--- src/hdl/jtsm_pkg.sv ---
`default_nettype none
// ----------------------------------------------------------------------------
// jtsm_pkg
// Types and constants shared by the JTAG TAP shift master.
// ----------------------------------------------------------------------------
package jtsm_pkg;

    localparam int BIB_W = 8;
    localparam int CNT_W = 4;
    localparam int IDX_W = 3;

    localparam logic [BIB_W:0]   BLOCK_BITS = 9'd248;
    localparam logic [CNT_W-1:0] MAX_BITS   = 4'd8;

    localparam logic ACT_TMS   = 1'b0;
    localparam logic ACT_SHIFT = 1'b1;

    localparam int Q_DEPTH = 2;
    localparam int QPTR_W  = $clog2(Q_DEPTH);
    localparam int QCNT_W  = $clog2(Q_DEPTH + 1);

    typedef enum logic [2:0] {
        ST_IDLE,
        ST_ENTER,
        ST_SYNC,
        ST_DATA,
        ST_EXIT
    } t_state;

    typedef struct packed {
        logic             shift;
        logic [7:0]       data;
        logic [IDX_W-1:0] last_idx;
        logic             open;
        logic             close;
        logic             verify;
        logic [7:0]       cap;
    } t_cmd;

    typedef struct packed {
        logic push;
        t_cmd cmd;
    } t_q_wr;

    typedef struct packed {
        logic full;
        logic empty;
        t_cmd head;
    } t_q_stat;

endpackage
`default_nettype wire

--- src/hdl/jtsm_if.sv ---
`default_nettype none
// ----------------------------------------------------------------------------
// jtsm_if
// Valid/ready channels of the shift master: command bytes in, TMS/TDI transfers out.
// ----------------------------------------------------------------------------
interface jtsm_cmd_if;
    logic       valid;
    logic       ready;
    logic       action;
    logic [7:0] data_byte;
    logic [3:0] bit_count;
    logic       final_byte;
    logic       verify;
    logic [7:0] tdo_bits;

    modport source (
        output valid, action, data_byte, bit_count, final_byte, verify, tdo_bits,
        input  ready
    );
    modport sink (
        input  valid, action, data_byte, bit_count, final_byte, verify, tdo_bits,
        output ready
    );
endinterface

interface jtsm_tck_if;
    logic       valid;
    logic       ready;
    logic       tms;
    logic       tdi;
    logic       tdi_driven;
    logic       captured_valid;
    logic [7:0] captured_byte;
    logic       last_of_run;

    modport source (
        output valid, tms, tdi, tdi_driven, captured_valid, captured_byte, last_of_run,
        input  ready
    );
    modport sink (
        input  valid, tms, tdi, tdi_driven, captured_valid, captured_byte, last_of_run,
        output ready
    );
endinterface
`default_nettype wire

--- src/hdl/jtsm_front.sv ---
`default_nettype none
// ----------------------------------------------------------------------------
// jtsm_front
// Accepts command bytes, tracks the open shift block and builds descriptors.
// ----------------------------------------------------------------------------
module jtsm_front import jtsm_pkg::*; (
    input  logic    i_clk,
    input  logic    i_rst_n,
    jtsm_cmd_if.sink i_cmd,
    input  logic    i_q_full,
    output t_q_wr   o_q_wr
);

    logic [BIB_W-1:0] r_bib;
    logic [BIB_W-1:0] n_bib;
    logic [CNT_W-1:0] w_cnt;
    logic [CNT_W-1:0] w_shift;
    logic [BIB_W:0]   w_total;
    logic             w_close;
    logic             w_take;

    assign i_cmd.ready = !i_q_full;
    assign w_take      = i_cmd.valid && !i_q_full && (i_cmd.bit_count != '0);

    assign w_cnt   = (i_cmd.bit_count > MAX_BITS) ? MAX_BITS : i_cmd.bit_count;
    assign w_shift = MAX_BITS - w_cnt;
    assign w_total = {1'b0, r_bib} + {{(BIB_W + 1 - CNT_W){1'b0}}, w_cnt};
    assign w_close = i_cmd.final_byte || (w_total >= BLOCK_BITS);

    always_comb begin
        o_q_wr.push          = w_take;
        o_q_wr.cmd.shift     = (i_cmd.action == ACT_SHIFT);
        o_q_wr.cmd.data      = i_cmd.data_byte;
        o_q_wr.cmd.last_idx  = IDX_W'(w_cnt - 4'd1);
        o_q_wr.cmd.open      = (r_bib == '0);
        o_q_wr.cmd.close     = w_close;
        o_q_wr.cmd.verify    = i_cmd.verify;
        o_q_wr.cmd.cap       = i_cmd.tdo_bits << w_shift;
        if ((i_cmd.action == ACT_TMS) || w_close) begin
            n_bib = '0;
        end else begin
            n_bib = w_total[BIB_W-1:0];
        end
    end

    always_ff @(posedge i_clk) begin
        if (!i_rst_n) begin
            r_bib <= '0;
        end else if (w_take) begin
            r_bib <= n_bib;
        end
    end

endmodule
`default_nettype wire

--- src/hdl/jtsm_queue.sv ---
`default_nettype none
// ----------------------------------------------------------------------------
// jtsm_queue
// Short descriptor queue between the front and the TCK sequencer.
// ----------------------------------------------------------------------------
module jtsm_queue import jtsm_pkg::*; (
    input  logic    i_clk,
    input  logic    i_rst_n,
    input  t_q_wr   i_q_wr,
    input  logic    i_pop,
    output t_q_stat o_q_stat
);

    t_cmd              r_mem [Q_DEPTH];
    logic [QPTR_W-1:0] r_wr_ptr;
    logic [QPTR_W-1:0] r_rd_ptr;
    logic [QCNT_W-1:0] r_count;
    logic              w_push;
    logic              w_pop;

    assign o_q_stat.full  = (r_count == QCNT_W'(Q_DEPTH));
    assign o_q_stat.empty = (r_count == '0);
    assign o_q_stat.head  = r_mem[r_rd_ptr];

    assign w_push = i_q_wr.push && !o_q_stat.full;
    assign w_pop  = i_pop && !o_q_stat.empty;

    always_ff @(posedge i_clk) begin
        if (w_push) begin
            r_mem[r_wr_ptr] <= i_q_wr.cmd;
        end
    end

    always_ff @(posedge i_clk) begin
        if (!i_rst_n) begin
            r_wr_ptr <= '0;
            r_rd_ptr <= '0;
            r_count  <= '0;
        end else begin
            if (w_push) begin
                r_wr_ptr <= (r_wr_ptr == QPTR_W'(Q_DEPTH - 1)) ? '0 : r_wr_ptr + 1'b1;
            end
            if (w_pop) begin
                r_rd_ptr <= (r_rd_ptr == QPTR_W'(Q_DEPTH - 1)) ? '0 : r_rd_ptr + 1'b1;
            end
            case ({w_push, w_pop})
                2'b10:   r_count <= r_count + 1'b1;
                2'b01:   r_count <= r_count - 1'b1;
                default: r_count <= r_count;
            endcase
        end
    end

    a_no_push_full: assert property (@(posedge i_clk) disable iff (!i_rst_n)
        i_q_wr.push |-> !o_q_stat.full)
        else $error("descriptor pushed into full queue");

    a_count_range: assert property (@(posedge i_clk) disable iff (!i_rst_n)
        r_count <= QCNT_W'(Q_DEPTH))
        else $error("queue count out of range");

endmodule
`default_nettype wire

--- src/hdl/jtsm_back.sv ---
`default_nettype none
// ----------------------------------------------------------------------------
// jtsm_back
// TCK sequencer: expands each descriptor into a run of TMS/TDI transfers.
// ----------------------------------------------------------------------------
module jtsm_back import jtsm_pkg::*; (
    input  logic       i_clk,
    input  logic       i_rst_n,
    input  t_q_stat    i_q_stat,
    output logic       o_pop,
    jtsm_tck_if.source o_tck
);

    t_state           r_state;
    t_state           n_state;
    t_cmd             r_cmd;
    t_cmd             n_cmd;
    logic [IDX_W-1:0] r_idx;
    logic [IDX_W-1:0] n_idx;
    logic             r_valid;
    logic             n_valid;
    logic             r_tms;
    logic             n_tms;
    logic             r_tdi;
    logic             n_tdi;
    logic             r_drv;
    logic             n_drv;
    logic             r_cap_vld;
    logic             n_cap_vld;
    logic [7:0]       r_cap;
    logic [7:0]       n_cap;
    logic             r_last;
    logic             n_last;
    logic             w_adv;
    logic             w_bit;
    logic             w_is_last;

    assign w_adv     = !r_valid || o_tck.ready;
    assign w_bit     = r_cmd.data[r_idx];
    assign w_is_last = (r_idx == r_cmd.last_idx);

    always_comb begin
        n_state   = r_state;
        n_cmd     = r_cmd;
        n_idx     = r_idx;
        n_valid   = r_valid && !o_tck.ready;
        n_tms     = r_tms;
        n_tdi     = r_tdi;
        n_drv     = r_drv;
        n_cap_vld = r_cap_vld;
        n_cap     = r_cap;
        n_last    = r_last;
        o_pop     = 1'b0;
        if (r_state != ST_IDLE && w_adv) begin
            n_valid   = 1'b1;
            n_drv     = 1'b1;
            n_cap_vld = 1'b0;
            n_cap     = '0;
            n_last    = 1'b0;
        end
        case (r_state)
            ST_IDLE: begin
                if (!i_q_stat.empty) begin
                    o_pop   = 1'b1;
                    n_cmd   = i_q_stat.head;
                    n_idx   = '0;
                    n_state = (i_q_stat.head.shift && i_q_stat.head.open) ? ST_ENTER : ST_DATA;
                end
            end
            ST_ENTER: begin
                if (w_adv) begin
                    n_tms   = 1'b1;
                    n_tdi   = 1'b1;
                    n_state = ST_SYNC;
                end
            end
            ST_SYNC: begin
                if (w_adv) begin
                    n_tms   = 1'b0;
                    n_tdi   = 1'b0;
                    n_state = ST_DATA;
                end
            end
            ST_DATA: begin
                if (w_adv) begin
                    n_drv = r_cmd.shift;
                    if (r_cmd.shift) begin
                        n_tms = r_cmd.close && w_is_last;
                        n_tdi = w_bit;
                    end else begin
                        n_tms = w_bit;
                        n_tdi = 1'b0;
                    end
                    if (!w_is_last) begin
                        n_idx = r_idx + 1'b1;
                    end else if (r_cmd.shift && r_cmd.close) begin
                        n_state = ST_EXIT;
                    end else begin
                        n_last    = 1'b1;
                        n_cap_vld = r_cmd.shift && r_cmd.verify;
                        n_cap     = (r_cmd.shift && r_cmd.verify) ? r_cmd.cap : '0;
                        n_state   = ST_IDLE;
                    end
                end
            end
            ST_EXIT: begin
                if (w_adv) begin
                    n_tms     = 1'b0;
                    n_tdi     = 1'b1;
                    n_last    = 1'b1;
                    n_cap_vld = r_cmd.verify;
                    n_cap     = r_cmd.verify ? r_cmd.cap : '0;
                    n_state   = ST_IDLE;
                end
            end
            default: begin
                n_state = ST_IDLE;
            end
        endcase
    end

    always_ff @(posedge i_clk) begin
        if (!i_rst_n) begin
            r_state <= ST_IDLE;
            r_valid <= 1'b0;
        end else begin
            r_state <= n_state;
            r_valid <= n_valid;
        end
    end

    always_ff @(posedge i_clk) begin
        r_cmd     <= n_cmd;
        r_idx     <= n_idx;
        r_tms     <= n_tms;
        r_tdi     <= n_tdi;
        r_drv     <= n_drv;
        r_cap_vld <= n_cap_vld;
        r_cap     <= n_cap;
        r_last    <= n_last;
    end

    assign o_tck.valid          = r_valid;
    assign o_tck.tms            = r_tms;
    assign o_tck.tdi            = r_tdi;
    assign o_tck.tdi_driven     = r_drv;
    assign o_tck.captured_valid = r_cap_vld;
    assign o_tck.captured_byte  = r_cap;
    assign o_tck.last_of_run    = r_last;

    a_cap_on_last: assert property (@(posedge i_clk) disable iff (!i_rst_n)
        (r_valid && r_cap_vld) |-> (r_last && r_drv))
        else $error("captured byte away from last shift cycle");

    a_enter_sync: assert property (@(posedge i_clk) disable iff (!i_rst_n)
        (r_state == ST_ENTER && w_adv) |=> (r_state == ST_SYNC && r_tms && r_tdi))
        else $error("shift entry sequence broken");

endmodule
`default_nettype wire

--- src/hdl/jtag_tap_shift_master.sv ---
`default_nettype none
// ----------------------------------------------------------------------------
// jtag_tap_shift_master
// Expands JTAG command bytes into per-cycle TMS/TDI levels with TDO capture.
// ----------------------------------------------------------------------------
//  channel  dir  payload                                                 transfer
//  i_cmd    in   action data_byte bit_count final_byte verify tdo_bits   one command byte
//  o_tck    out  tms tdi tdi_driven captured_valid captured_byte last_of_run one TCK cycle
//
//  A byte yields one TCK transfer per bit, bit count capped at MAX_BITS; in shift mode ENTER and
//  SYNC open a block, EXIT closes it; the back sequencer sends one per cycle while o_tck is ready.
//  The sequencer loads each descriptor from the queue in its idle state, between runs.
//  A byte with a bit count of zero is taken and dropped.
//  Reset is synchronous; it closes any open shift block and empties the queue.
//  Output stalls hold the sequencer; the front keeps taking bytes until the queue fills.
// ----------------------------------------------------------------------------
module jtag_tap_shift_master import jtsm_pkg::*; (
    input  logic       i_clk,
    input  logic       i_rst_n,
    jtsm_cmd_if.sink   i_cmd,
    jtsm_tck_if.source o_tck
);

    t_q_wr   w_q_wr;
    t_q_stat w_q_stat;
    logic    w_pop;

    jtsm_front u_front (
        .i_clk    (i_clk),
        .i_rst_n  (i_rst_n),
        .i_cmd    (i_cmd),
        .i_q_full (w_q_stat.full),
        .o_q_wr   (w_q_wr)
    );

    jtsm_queue u_queue (
        .i_clk    (i_clk),
        .i_rst_n  (i_rst_n),
        .i_q_wr   (w_q_wr),
        .i_pop    (w_pop),
        .o_q_stat (w_q_stat)
    );

    jtsm_back u_back (
        .i_clk    (i_clk),
        .i_rst_n  (i_rst_n),
        .i_q_stat (w_q_stat),
        .o_pop    (w_pop),
        .o_tck    (o_tck)
    );

endmodule
`default_nettype wire

--- src/flat_wrapper.sv ---
// flat-port wrapper written by rule: the top's interface ports become plain ports
module jtag_tap_shift_master_flat import jtsm_pkg::*;
  (i_clk, i_rst_n, i_cmd_valid, i_cmd_action, i_cmd_data_byte, i_cmd_bit_count, i_cmd_final_byte, i_cmd_verify, i_cmd_tdo_bits, i_cmd_ready, o_tck_valid, o_tck_tms, o_tck_tdi, o_tck_tdi_driven, o_tck_captured_valid, o_tck_captured_byte, o_tck_last_of_run, o_tck_ready);
  jtsm_cmd_if i_cmd_i ();
  jtsm_tck_if o_tck_i ();
  input  logic i_clk;
  input  logic i_rst_n;
  input wire logic [$bits(i_cmd_i.valid)-1:0] i_cmd_valid;
  input wire logic [$bits(i_cmd_i.action)-1:0] i_cmd_action;
  input wire logic [$bits(i_cmd_i.data_byte)-1:0] i_cmd_data_byte;
  input wire logic [$bits(i_cmd_i.bit_count)-1:0] i_cmd_bit_count;
  input wire logic [$bits(i_cmd_i.final_byte)-1:0] i_cmd_final_byte;
  input wire logic [$bits(i_cmd_i.verify)-1:0] i_cmd_verify;
  input wire logic [$bits(i_cmd_i.tdo_bits)-1:0] i_cmd_tdo_bits;
  output wire logic [$bits(i_cmd_i.ready)-1:0] i_cmd_ready;
  output wire logic [$bits(o_tck_i.valid)-1:0] o_tck_valid;
  output wire logic [$bits(o_tck_i.tms)-1:0] o_tck_tms;
  output wire logic [$bits(o_tck_i.tdi)-1:0] o_tck_tdi;
  output wire logic [$bits(o_tck_i.tdi_driven)-1:0] o_tck_tdi_driven;
  output wire logic [$bits(o_tck_i.captured_valid)-1:0] o_tck_captured_valid;
  output wire logic [$bits(o_tck_i.captured_byte)-1:0] o_tck_captured_byte;
  output wire logic [$bits(o_tck_i.last_of_run)-1:0] o_tck_last_of_run;
  input wire logic [$bits(o_tck_i.ready)-1:0] o_tck_ready;
  assign i_cmd_i.valid = i_cmd_valid;
  assign i_cmd_i.action = i_cmd_action;
  assign i_cmd_i.data_byte = i_cmd_data_byte;
  assign i_cmd_i.bit_count = i_cmd_bit_count;
  assign i_cmd_i.final_byte = i_cmd_final_byte;
  assign i_cmd_i.verify = i_cmd_verify;
  assign i_cmd_i.tdo_bits = i_cmd_tdo_bits;
  assign i_cmd_ready = i_cmd_i.ready;
  assign o_tck_valid = o_tck_i.valid;
  assign o_tck_tms = o_tck_i.tms;
  assign o_tck_tdi = o_tck_i.tdi;
  assign o_tck_tdi_driven = o_tck_i.tdi_driven;
  assign o_tck_captured_valid = o_tck_i.captured_valid;
  assign o_tck_captured_byte = o_tck_i.captured_byte;
  assign o_tck_last_of_run = o_tck_i.last_of_run;
  assign o_tck_i.ready = o_tck_ready;
  jtag_tap_shift_master u_core (.i_clk(i_clk), .i_rst_n(i_rst_n), .i_cmd(i_cmd_i), .o_tck(o_tck_i));
endmodule
--- config.mk ---
export PLATFORM = sky130hd
export DESIGN_NAME = jtag_tap_shift_master_flat
export DESIGN_NICKNAME = d
export VERILOG_FILES = /design/src/hdl/jtsm_pkg.sv /design/src/hdl/jtsm_if.sv /design/src/hdl/jtsm_front.sv /design/src/hdl/jtsm_queue.sv /design/src/hdl/jtsm_back.sv /design/src/hdl/jtag_tap_shift_master.sv /design/src/flat_wrapper.sv
export SDC_FILE = /design/constraint.sdc
export NUM_CORES = 1
export LEC_CHECK = 0
export BUFFER_PORTS_ARGS = -buffer_cell sky130_fd_sc_hd__clkbuf_2
export CORE_UTILIZATION = 50
export CTS_BUF_LIST = sky130_fd_sc_hd__clkbuf_4
export DETAILED_ROUTE_END_ITERATION = 7
export HOLD_SLACK_MARGIN = 0.1
export PLACE_DENSITY_LB_ADDON = 0.3
export REMOVE_ABC_BUFFERS = 1
export SLEW_MARGIN = 20
export SYNTH_ARGS = -nofsm -noshare
export SYNTH_HDL_FRONTEND = slang
export SYNTH_SLANG_ARGS = --single-unit
export TNS_END_PERCENT = 50
--- constraint.sdc ---
create_clock -name i_clk -period 3.4 [get_ports i_clk]
set_input_delay 0.68 -clock i_clk [delete_from_list [all_inputs] [get_ports i_clk]]
set_output_delay 0.68 -clock i_clk [all_outputs]
set_load 0.02 [all_outputs]
==> flow_summary_export.csv <==
group,metric,value,unit
drt,avgViaCountPerCell,5.56,
synthesis,yosysSeqAreaShare,0.618,
pwr,power_frac_clock,0.170,
clock_network,post_cts_resize_count,0,
floorplanning,die_w,96.4,um
cells_and_area,multiInputGateArea,0.00159,mm^2
sta,post-route-min-period,2.67,ns
sta,min_period_over_period,0.786,
drt,wl_per_cell,15.8,um
place,port_buffers,41,
sta,setup_viol,0,
setup_path,start_kind,"primary input",
synthesis,synthArstFlopShare,0,
global_route,grt-ovfl-total,0,
hold_path,hp-class,"primary input to flop",
pwr,p_comb_frac,0.280,
synthesis,synth_cell_types,58,
pwr,p_int,2.26,mW
cells_and_area,fin_util,0.565,
sta,maxSlewHeadroom,0.471,
synthesis,syn_area,0.00445,mm^2
global_route,antenna_found_initial,0,
clock_network,cts_buffers,9,
clock_network,cts_tree,"yes",
pwr,swShare,0.331,
pwr,p_switching,1.12,mW
synthesis,synth_top_cell_by_area,"edfxtp_1",
place,post-dp-hpwl,5500,um
drt,drc,0,
sta,drv_slew,0,
synthesis,ys_top_cells_by_area,"edfxtp_1 (49%), dfxtp_1 (13%), mux2_2 (5.6%)",
pwr,p_per_area,690,mW/mm^2
setup_path,worstPathRequired,3.70,ns
sta,holdWs,0.434,ns
sta,rsz0062_at_grt,"false",
synthesis,yosysMostFrequentCell,"edfxtp_1",
global_route,grt_pass1_wl,12400,um
synthesis,synthCells,331,
clock_network,htree_levels,3,
synthesis,synth_top_area_frac,0.492,
synthesis,ys_warn_count,0,
floorplanning,core_area,0.00868,mm^2
pwr,irDropWorstVdd,283,uV
synthesis,synth-edff-count,73,
global_route,grt_pass1_vias,2599,
cells_and_area,drive_gt1_frac,0.282,
setup_path,crit_type,"primary input to flop",
setup_path,cp_max_fo,6,
floorplanning,row_count,34,
drt,vias,2707,
clock_network,ctsHoldBuffers,0,
synthesis,synth_common_cells,"edfxtp_1 (73), dfxtp_1 (28), nor2_1 (25), nand2_1 (23), mux2_2 (22)",
floorplanning,dieHeight,96.4,um
place,place_area,0.00477,mm^2
clock_network,cts_root_buf,"clkbuf_4",
pwr,p_leak,1.77,nW
cells_and_area,seq_area,0.00275,mm^2
synthesis,synth_seq_cells,101,
global_route,grt_max_degree,25,
setup_path,crit_path_end_kind,"flop",
pwr,pwr-share-seq,0.550,
global_route,track_usage,0.180,
clock_network,cts_buffer_depth,2,
drt,drtIter0Drc,86,
clock_network,cts_setup_buffers,0,
sta,worstMarginPinSlew,0.786,ns
synthesis,synthFlopType,"edfxtp_1",
floorplanning,fp.dieArea,0.00929,mm^2
cells_and_area,final_cell_area,0.00490,mm^2
clock_network,insertion_delay,0.42,ns
drt,drt-pass1-iter-count,4,
sta,setup_tns,0,ns
cells_and_area,syn2layout_area_growth,10.1,%
floorplanning,start_util,0.513,
sta,clock.fmax,0.374,GHz
sta,clock_skew,0.0209,ns
cells_and_area,n_antenna_cell,0,
status,status,"finished clean",
pwr,fin_total_pwr,3.38,mW
drt,ant_nets,0,
floorplanning,ios,42,
sta,hold_violations,0,
cells_and_area,nets,409,
synthesis,avgSynthCellArea,13.5,um^2
run,max_cap_violations,0,
setup_path,crit_arrival,2.97,ns
clock_network,path_clk_slew,0.16,ns
drt,routed_wl,7700,um
clock_network,cts_sinks,101,
place,gp_congestion,0.878,
cells_and_area,n_fill_cell,743,
critical path, cell delays in order:
cell and delay [ns]:
clkbuf_2 0.12, nor2b_1 0.19, ha_1 0.19, inv_1 0.05, fa_1 0.38, nand2b_1 0.20
a211oi_1 0.56, a311o_2 0.33, a2bb2oi_1 0.17, o22ai_1 0.10
power by group through the flow:
| stage | logic [mW] | clock network, mW | registers (mW) |
|---|---|---|---|
| 2_1_floorplan | 0.661 | 0 | 1.89 |
| 3_3_place_gp | 0.926 | 0 | 1.88 |
| 3_5_place_dp | 0.946 | 0 | 1.89 |
| 4_1_cts | 0.950 | 0.588 | 1.86 |
| 5_1_grt | 1.05 | 0.635 | 1.90 |
| 6_report | 0.947 | 0.575 | 1.86 |
state kept, by name, summed over array words and instances, names as in the netlist, 2 cells and up, named ones only:
signal and count:
u_core.u_queue.r_count 2, u_core.u_queue.r_mem 46, u_core.u_front.r_bib 8, u_core.u_back.r_cmd 22
u_core.u_back.o_tck.captured_byte 8, u_core.u_back.r_idx 3, u_core.u_back.r_state 3
final timing paths:
path	slack, ns	depth (start not counted)	endpoint	startpoint
setup / recovery	0.73	10	u_core.u_front.r_bib[4]	i_cmd_bit_count[3]
hold / removal	0.43	1	u_core.u_queue.r_mem[0][20]	i_cmd_data_byte[6]
setup reg to reg	0.89	8	u_core.u_front.r_bib[4]	u_core.u_front.r_bib[0]
hold reg to reg	0.47	1	u_core.u_back.o_tck.captured_valid	u_core.u_back.o_tck.captured_valid
logic make-up after synthesis:
family / Yosys count / synth area share
AO/OA/AOI/OAI: 59 / 0.101
XOR/XNOR: 16 / 0.0315
adder cells (fa/ha/maj): 8 / 0.0242
buffers and inverters: 28 / 0.0270
flip-flops: 101 / 0.618
multiplexers: 35 / 0.101
AND/OR/NAND/NOR: 84 / 0.0975
placed cells by master, fill, tap and decap left out, types with 5 or more instances in the layout:
master,netlist,final
inv_1,11,11
a22o_2,8,8
nor2_1,25,22
mux2_2,22,22
ha_1,7,7
nand3_1,5,5
nor2b_1,5,5
mux2i_1,8,8
xnor2_1,13,13
buf_4,1,5
nand2_1,23,23
edfxtp_1,73,73
o21ai_0,5,5
a21oi_1,11,11
clkbuf_4,0,10
clkbuf_2,1,41
dfxtp_1,28,28
nor3_1,5,5
per-stage QoR:
stage / setup slack [ns] / instances
6_report: 0.727 / 487
5_1_grt: 0.597 / 487
4_1_cts: 0.780 / 487
3_5_place_dp: 0.285 / 471
3_3_place_gp: 0.430 / 471
2_1_floorplan: 0.348 / 317
area by class of cell:
cell class | count | share of cell area
clock buffer | 10 | 0.0153
timing repair buffer | 46 | 0.0495
sequential | 101 | 0.562
clock inverter | 6 | 0.0112
inverter | 14 | 0.0107
multi-input combinational | 202 | 0.324
tap | 108 | 0.0276
metal layers:
layer  vias to the layer above  track usage  share of wire
li1                       1344            -              -
met1                      1321        0.227           0.45
met2                        38        0.311           0.51
met3                         4       0.0266          0.023
met4                         0       0.0748         0.0078
met5                         -            0              0
(Power assumes the default switching activity.)
